$ cat config.mk
export PLATFORM = sky130hd
export DESIGN_NAME = button_debounce_press_classifier
export DESIGN_NICKNAME = d
export VERILOG_FILES = /design/src/rtl/bdpc_pkg.sv /design/src/rtl/bdpc_classifier.sv /design/src/rtl/button_debounce_press_classifier.sv
export SDC_FILE = /design/constraint.sdc
export NUM_CORES = 1
export LEC_CHECK = 0
export ABC_AREA = 1
export BUFFER_PORTS_ARGS = -buffer_cell sky130_fd_sc_hd__buf_2
export CAP_MARGIN = 20
export CORE_MARGIN = 2
export CORE_UTILIZATION = 40
export DETAILED_ROUTE_END_ITERATION = 8
export HOLD_SLACK_MARGIN = 0.02
export PLACE_DENSITY = 0.67
export SLEW_MARGIN = 20
export SYNTH_ARGS = -nofsm -noshare
export SYNTH_HDL_FRONTEND = slang
export SYNTH_SLANG_ARGS = --single-unit
$ cat constraint.sdc
create_clock -name clk -period 4.3 [get_ports clk]
set_input_delay 0 -clock clk [delete_from_list [all_inputs] [get_ports clk]]
set_output_delay 0 -clock clk [all_outputs]
set_load 0.005 [all_outputs]
$ cat src/rtl/bdpc_pkg.sv
package bdpc_pkg;

  // Width of the tick-count configuration registers and of the write data bus
  localparam int unsigned CFG_W = 16;
  localparam int unsigned CFG_IDX_W = 2;

  // Configuration register indexes
  localparam logic [CFG_IDX_W-1:0] CFG_IDX_ENABLE   = 2'd0;
  localparam logic [CFG_IDX_W-1:0] CFG_IDX_DEBOUNCE = 2'd1;
  localparam logic [CFG_IDX_W-1:0] CFG_IDX_LONG     = 2'd2;

  // Reset values of the configuration registers
  localparam logic             RST_ENABLE   = 1'b1;
  localparam logic [CFG_W-1:0] RST_DEBOUNCE = 16'd50;
  localparam logic [CFG_W-1:0] RST_LONG     = 16'd10000;

  // Released level of the active-low pin
  localparam logic LEVEL_RELEASED = 1'b1;

  typedef struct packed {
    logic             button_enable;
    logic [CFG_W-1:0] debounce_ticks;
    logic [CFG_W-1:0] long_press_ticks;
  } bdpc_cfg_t;

  typedef struct packed {
    logic short_press;
    logic long_press;
    logic held;
  } bdpc_result_t;

endpackage

$ cat src/rtl/bdpc_classifier.sv
module bdpc_classifier #(
  parameter int unsigned COUNT_WIDTH = 16
) (
  input  logic                clk,
  input  logic                rst_n,
  input  logic                step,
  input  logic                raw_level,
  input  bdpc_pkg::bdpc_cfg_t cfg,
  output bdpc_pkg::bdpc_result_t result
);
  import bdpc_pkg::*;

  localparam int unsigned CMP_W = (COUNT_WIDTH > CFG_W) ? COUNT_WIDTH : CFG_W;

  logic                   last_level_r, last_level_nxt;
  logic [COUNT_WIDTH-1:0] settle_count_r, settle_count_nxt;
  logic                   press_active_r, press_active_nxt;
  logic                   long_done_r, long_done_nxt;
  logic [COUNT_WIDTH-1:0] hold_count_r, hold_count_nxt;

  logic [COUNT_WIDTH-1:0] hold_inc;
  logic [COUNT_WIDTH-1:0] settle_inc;
  logic [CMP_W-1:0]       settle_ext, hold_ext, deb_ext, long_ext;
  logic                   settled;
  logic                   pressed;
  logic                   hold_long;
  logic                   short_p, long_p;

  // Saturating increments
  assign hold_inc   = (&hold_count_r) ? hold_count_r : hold_count_r + 1'b1;
  assign settle_inc = (&settle_count_r) ? settle_count_r : settle_count_r + 1'b1;

  assign deb_ext  = CMP_W'(cfg.debounce_ticks);
  assign long_ext = CMP_W'(cfg.long_press_ticks);
  assign pressed  = ~raw_level;

  // Next state and result for one tick
  always_comb begin
    last_level_nxt   = last_level_r;
    settle_count_nxt = settle_inc;
    press_active_nxt = press_active_r;
    long_done_nxt    = long_done_r;
    hold_count_nxt   = press_active_r ? hold_inc : hold_count_r;
    short_p          = 1'b0;
    long_p           = 1'b0;
    settled          = 1'b0;
    hold_long        = 1'b0;
    settle_ext       = '0;
    hold_ext         = '0;

    if (cfg.button_enable) begin
      // Restart the settle count on any level change
      if (raw_level != last_level_r) begin
        last_level_nxt   = raw_level;
        settle_count_nxt = '0;
      end
      settle_ext = CMP_W'(settle_count_nxt);
      settled    = settle_ext >= deb_ext;

      if (settled) begin
        // Open a press on a settled low level
        if (pressed && !press_active_r) begin
          press_active_nxt = 1'b1;
          long_done_nxt    = 1'b0;
          hold_count_nxt   = '0;
        end
        hold_ext  = CMP_W'(hold_count_nxt);
        hold_long = hold_ext >= long_ext;

        if (pressed && press_active_nxt && !long_done_nxt && hold_long) begin
          long_done_nxt = 1'b1;
          long_p        = 1'b1;
        end else if (!pressed && press_active_nxt) begin
          // Release: short unless the hold already counted as long
          short_p          = !(long_done_nxt || hold_long);
          press_active_nxt = 1'b0;
          long_done_nxt    = 1'b0;
        end
      end
    end
  end

  assign result.short_press = short_p;
  assign result.long_press  = long_p;
  assign result.held        = cfg.button_enable & press_active_nxt;

  // Advance state on each accepted item
  always_ff @(posedge clk) begin
    if (!rst_n) begin
      last_level_r   <= LEVEL_RELEASED;
      settle_count_r <= '0;
      press_active_r <= 1'b0;
      long_done_r    <= 1'b0;
      hold_count_r   <= '0;
    end else if (step) begin
      last_level_r   <= last_level_nxt;
      settle_count_r <= settle_count_nxt;
      press_active_r <= press_active_nxt;
      long_done_r    <= long_done_nxt;
      hold_count_r   <= hold_count_nxt;
    end
  end

endmodule

$ cat src/rtl/button_debounce_press_classifier.sv
// Channel   Direction  Handshake              Payload
// in_       input      in_valid / in_ready    in_raw_level (one tick)
// out_      output     out_valid / out_ready  out_short_press, out_long_press, out_held
// cfg_      input      cfg_we                 cfg_index, cfg_wdata
//
// One item per clock while the output register is drained: the classifier
// state and the result are computed in the accept cycle and registered on accept.
// in_ready is high whenever the output register is empty or being drained, so
// a stalled out_ready stops intake only while a result is waiting.
// Reset (rst_n low, synchronous) empties the output register, loads the
// register defaults and returns the pin history to released.
module button_debounce_press_classifier #(
  parameter int unsigned COUNT_WIDTH = 16
) (
  input  logic                           clk,
  input  logic                           rst_n,
  input  logic                           in_valid,
  output logic                           in_ready,
  input  logic                           in_raw_level,
  output logic                           out_valid,
  input  logic                           out_ready,
  output logic                           out_short_press,
  output logic                           out_long_press,
  output logic                           out_held,
  input  logic                           cfg_we,
  input  logic [bdpc_pkg::CFG_IDX_W-1:0] cfg_index,
  input  logic [bdpc_pkg::CFG_W-1:0]     cfg_wdata
);
  import bdpc_pkg::*;

  bdpc_cfg_t    cfg_r;
  bdpc_result_t result;
  bdpc_result_t res_r;
  logic         out_valid_r;
  logic         in_accept;

  assign in_ready  = !out_valid_r || out_ready;
  assign in_accept = in_valid && in_ready;

  // Configuration registers
  always_ff @(posedge clk) begin
    if (!rst_n) begin
      cfg_r.button_enable    <= RST_ENABLE;
      cfg_r.debounce_ticks   <= RST_DEBOUNCE;
      cfg_r.long_press_ticks <= RST_LONG;
    end else if (cfg_we) begin
      unique case (cfg_index)
        CFG_IDX_ENABLE:   cfg_r.button_enable    <= cfg_wdata[0];
        CFG_IDX_DEBOUNCE: cfg_r.debounce_ticks   <= cfg_wdata;
        CFG_IDX_LONG:     cfg_r.long_press_ticks <= cfg_wdata;
        default: ;
      endcase
    end
  end

  bdpc_classifier #(
    .COUNT_WIDTH(COUNT_WIDTH)
  ) u_classifier (
    .clk       (clk),
    .rst_n     (rst_n),
    .step      (in_accept),
    .raw_level (in_raw_level),
    .cfg       (cfg_r),
    .result    (result)
  );

  // Output register: load on accept, drop when taken
  always_ff @(posedge clk) begin
    if (!rst_n) begin
      out_valid_r <= 1'b0;
    end else if (in_accept) begin
      out_valid_r <= 1'b1;
    end else if (out_ready) begin
      out_valid_r <= 1'b0;
    end
  end

  always_ff @(posedge clk) begin
    if (in_accept) begin
      res_r <= result;
    end
  end

  assign out_valid       = out_valid_r;
  assign out_short_press = res_r.short_press;
  assign out_long_press  = res_r.long_press;
  assign out_held        = res_r.held;

  // Checks
  a_one_event: assert property (@(posedge clk) disable iff (!rst_n)
    out_valid |-> !(out_short_press && out_long_press))
    else $error("short and long press in the same item");

  a_long_held: assert property (@(posedge clk) disable iff (!rst_n)
    out_valid && out_long_press |-> out_held)
    else $error("long press reported without a held press");

  a_short_released: assert property (@(posedge clk) disable iff (!rst_n)
    out_valid && out_short_press |-> !out_held)
    else $error("short press reported while still held");

  a_disabled_quiet: assert property (@(posedge clk) disable iff (!rst_n)
    in_accept && !cfg_r.button_enable |=>
      out_valid && !out_short_press && !out_long_press && !out_held)
    else $error("disabled block produced an event");

endmodule
==> metrics.md <==
| Metric | Value |
|---|---|
| Outcome | `completed` |
| DR vias/cell | `5.05` |
| #FFs+latches synth | `72` |
| HP Class | `in -> reg` |
| Root Driver | `clkbuf_16` |
| Slew @ Worst Pin | `668 ps` |
| Rel. slew slack | `55.3%` |
| Crit Path Category | `reg -> reg` |
| Worst Setup SP | `u_classifier.settle_count_r[0]` |
| Crit. End Element | `register` |
| Worst-Skew Late Latency | `340 ps` |
| Clock Path Buffers | `2` |
| Vias in the first global route | `4,099` |
| Worst hold margin | `98.5 ps` |
| Critical path peak fanout | `16` |
| Layout cell share with drive strength beyond 1 | `10.9%` |
| Setup TNS Final | `0 ps` |
| Pwr dens | `293 nW/µm²` |
| Largest Register | `cfg_r` |
| Total Die Area | `12,700 µm²` |
| Regs by FF count | `cfg_r x33, u_classifier.hold_count_r x16, u_classifier.settle_count_r x16` |
| Clk sinks | `72` |
| Crit path top cell by count | `nand2_1` |
| CORE AREA | `11,500 µm²` |
| Hold path depth | `4` |
| Starting density of the core | `41.1%` |
| Top FF cell, synth | `dfxtp_1` |
| Post-Synthesis Cell Area | `4720 µm²` |
| DRC viols | `0` |
| Final Hold Viols | `0` |
| Reg2reg start | `u_classifier.settle_count_r[0]` |
| R2R setup slack | `1010 ps` |
| CTS tree | `done` |
| Detailed Route WL | `11,800 µm` |
| Cell breakdown of the critical path | `ha_1 -> nand2_1 -> nor2_1 -> nand2_1 -> nor2_2 -> inv_1 -> nand2_1 -> nand2_1 -> inv_1 -> ha_1 -> nand4_1 -> nor2_1 -> nand2_1 -> inv_1 -> nand2_1 -> nand2_1 -> nand3_1 -> nand2_1 -> a21oi_2` |
| Seq/Total Area, Yosys | `31.2%` |
| CTS Buf Count | `9` |
| Die Width | `113 µm` |
| Synth warn | `0` |
| ANT nets after route | `0` |
| Post-synth EDFFs | `3` |
| Worst Skew | `6.57 ps` |
| Critical path endpoint | `u_classifier.hold_count_r[0]` |
| Final setup fails | `0` |
| CP Data Required Time | `4530 ps` |
| Period utilization | `76.4%` |
| Pre-CTS setup slack | `1050 ps` |
| Final Max Tran Viols | `0` |
| Ant diodes | `0` |
| Pwr Total | `1600 µW` |
| R2R depth | `19` |
| Worst-case vdd ir drop | `0.332 mV` |
| GPL Wtd Cong | `0.873` |
| Final #Nets | `805` |
| Clock slew at reported path FFs | `60 ps` |
| Post-DP HPWL | `8540 µm` |
| Flip-flop count of the largest register, all copies and words added | `33` |
| GRT overflow | `0` |
| WP data arrival | `3510 ps` |
| Crit start category | `register` |
| Synth unique cells | `39` |
| Max-cap viol count | `0` |
| Leak | `0.00242 µW` |
| IO Pins | `29` |
| Async S/R FF share, synth | `0%` |
| WL/cell | `13.1 µm` |
| RSZ-0062 raised after global routing | `false` |
| Initial antenna violation count | `0` |
| Number of I/O port buffers | `28` |
| Final WS setup | `1010 ps` |
| DRT Pass-1 Iters | `7` |
| Average cell area after synthesis | `6.66 µm²` |
| DRT iter0 DRCs | `302` |
| Synthesized net count | `766` |
| Row cnt | `39` |
| First-pass GRT wire length | `19,500 µm` |
| H-tree depth | `3` |
| Post-CTS Setup Inserts | `0` |
| Worst path slowest cell | `nand3_1` |
| Synthesis-to-layout area growth | `16.1%` |
| Post-layout min period | `3290 ps` |
| Reg2Reg Capture Point | `u_classifier.hold_count_r[0]` |
| Die extent in y | `113 µm` |
| Total GRT Usage | `19.2%` |
| Largest net degree at the start of global routing | `49` |
| Post-Synthesis Cells | `708` |
| FMAX | `304 MHz` |
| Max incr delay on CP | `510 ps` |
| Via count | `4,517` |
-- per-layer routing --
layer | vias to the layer above | share of wire, % | routed length, µm | global-route usage (%)
met5 | - | 0 | 0 | 0
met4 | 0 | 1.8 | 207 | 7.07
met3 | 15 | 5.0 | 587 | 3.83
met2 | 112 | 45 | 5240 | 29.5
met1 | 2025 | 49 | 5720 | 26.8
li1 | 2365 | - | - | -
-- cells in the mapped netlist, types with 2 or more instances --
cell type  count  area share (%)
a211oi_1       2            0.32
a21oi_1       74             7.8
a21oi_2        5            0.93
buf_1          3            0.24
buf_2          5            0.53
clkbuf_1      17             1.4
dfxtp_1       69              29
edfxtp_1       3             1.9
ha_1          34             9.0
inv_1         91             7.2
inv_2          3            0.24
nand2_1      180              14
nand2_2        6            0.80
nand3_1       36             3.8
nand3_2        3            0.64
nand3_4        2            0.74
nand4_1        8             1.1
nor2_1        66             5.3
nor2_2         5            0.66
nor2_8         2            0.85
nor3_1        14             1.5
o211ai_1       9             1.4
o21ai_0       32             3.4
o21ai_1        6            0.64
or2_2          3            0.40
xnor2_1        3            0.56
xor2_1        15             2.8
-- kinds of logic (layout without fill, tap and decap cells) --
group	Yosys count	after routing	synth area share, %
XOR/XNOR	18	18	3.34
buffers and inverters	121	165	9.84
adder cells (fa/ha/maj)	34	34	9.02
AND/OR/NAND/NOR	331	331	31.5
flip-flops	72	72	31.2
AO/OA/AOI/OAI	132	132	15.2
-- worst max-delay path: cells and delay by family, from the launching register on --
| kind | cells | cell delay [ps] |
|---|---|---|
| AOI/OAI and AO/OA | 1 | 80 |
| adders and majority gates | 2 | 540 |
| buffers and inverters | 3 | 410 |
| DFF | 1 | 340 |
| and+or+nand+nor | 13 | 1800 |
-- through the flow --
stage | cell area, µm² | util [%] | cells
2_1_floorplan | 4720 | - | 708
3_3_place_gp | 4970 | 43.3 | 858
3_5_place_dp | 4970 | 43.3 | 858
4_1_cts | 5480 | 47.8 | 895
5_1_grt | 5480 | 47.8 | 895
6_report | 5480 | 47.8 | 895
-- how the worst min path moves through the flow --
stage / start / to / slack, ps
6_report: cfg_index[0] / cfg_r[21] / 100
5_1_grt: cfg_index[0] / cfg_r[20] / 110
4_1_cts: cfg_index[0] / cfg_r[21] / 80
3_5_place_dp: cfg_wdata[10] / cfg_r[10] / 250
3_3_place_gp: cfg_wdata[10] / cfg_r[10] / 240
2_1_floorplan: out_ready / in_ready / 100
-- timing repair --
action / CTS / global route
resized for setup: 0 / 0
hold endpoints to repair: 35 / 0
hold buffers: 21 / 0
endpoints found under the setup margin: 0 / 0
-- final cells by class --
class | instances | area, µm²
Clock buffer | 11 | 243
Inverter | 95 | 357
Multi-Input combinational cell | 515 | 2780
Timing Repair Buffer | 54 | 388
Sequential cell | 72 | 1470
Tap cell | 143 | 179
Fill cell | 1153 | 5990
Clock inverter | 5 | 56.3
-- cells in the final DEF, fill, tap and decap left out, types with 2 or more instances in the layout --
cell type        n
clkbuf_16        9
nand3_2          3
nand2_1        180
nor2_8           2
clkinv_2         2
o21ai_0         32
dfxtp_1         69
nor3_1          14
o21ai_1          6
inv_2            3
nand3_1         36
o211ai_1         9
a21oi_1         74
xnor2_1          3
nand4_1          8
a211oi_1         2
nand2_2          6
or2_2            3
dlygate4sd3_1   21
edfxtp_1         3
inv_1           91
ha_1            34
buf_2           28
buf_4            5
nand3_4          2
a21oi_2          5
xor2_1          15
nor2_1          66
nor2_2           5
-- report_power, final --
part	leakage (µW)	internal, µW	total [µW]	switching, µW
Sequential	0.000591	692	699	7.15
Clock	0.000145	464	754	290
Combinational	0.00169	54.2	150	95.9
Total	0.00242	1210	1600	393
(Power assumes the default switching activity.)
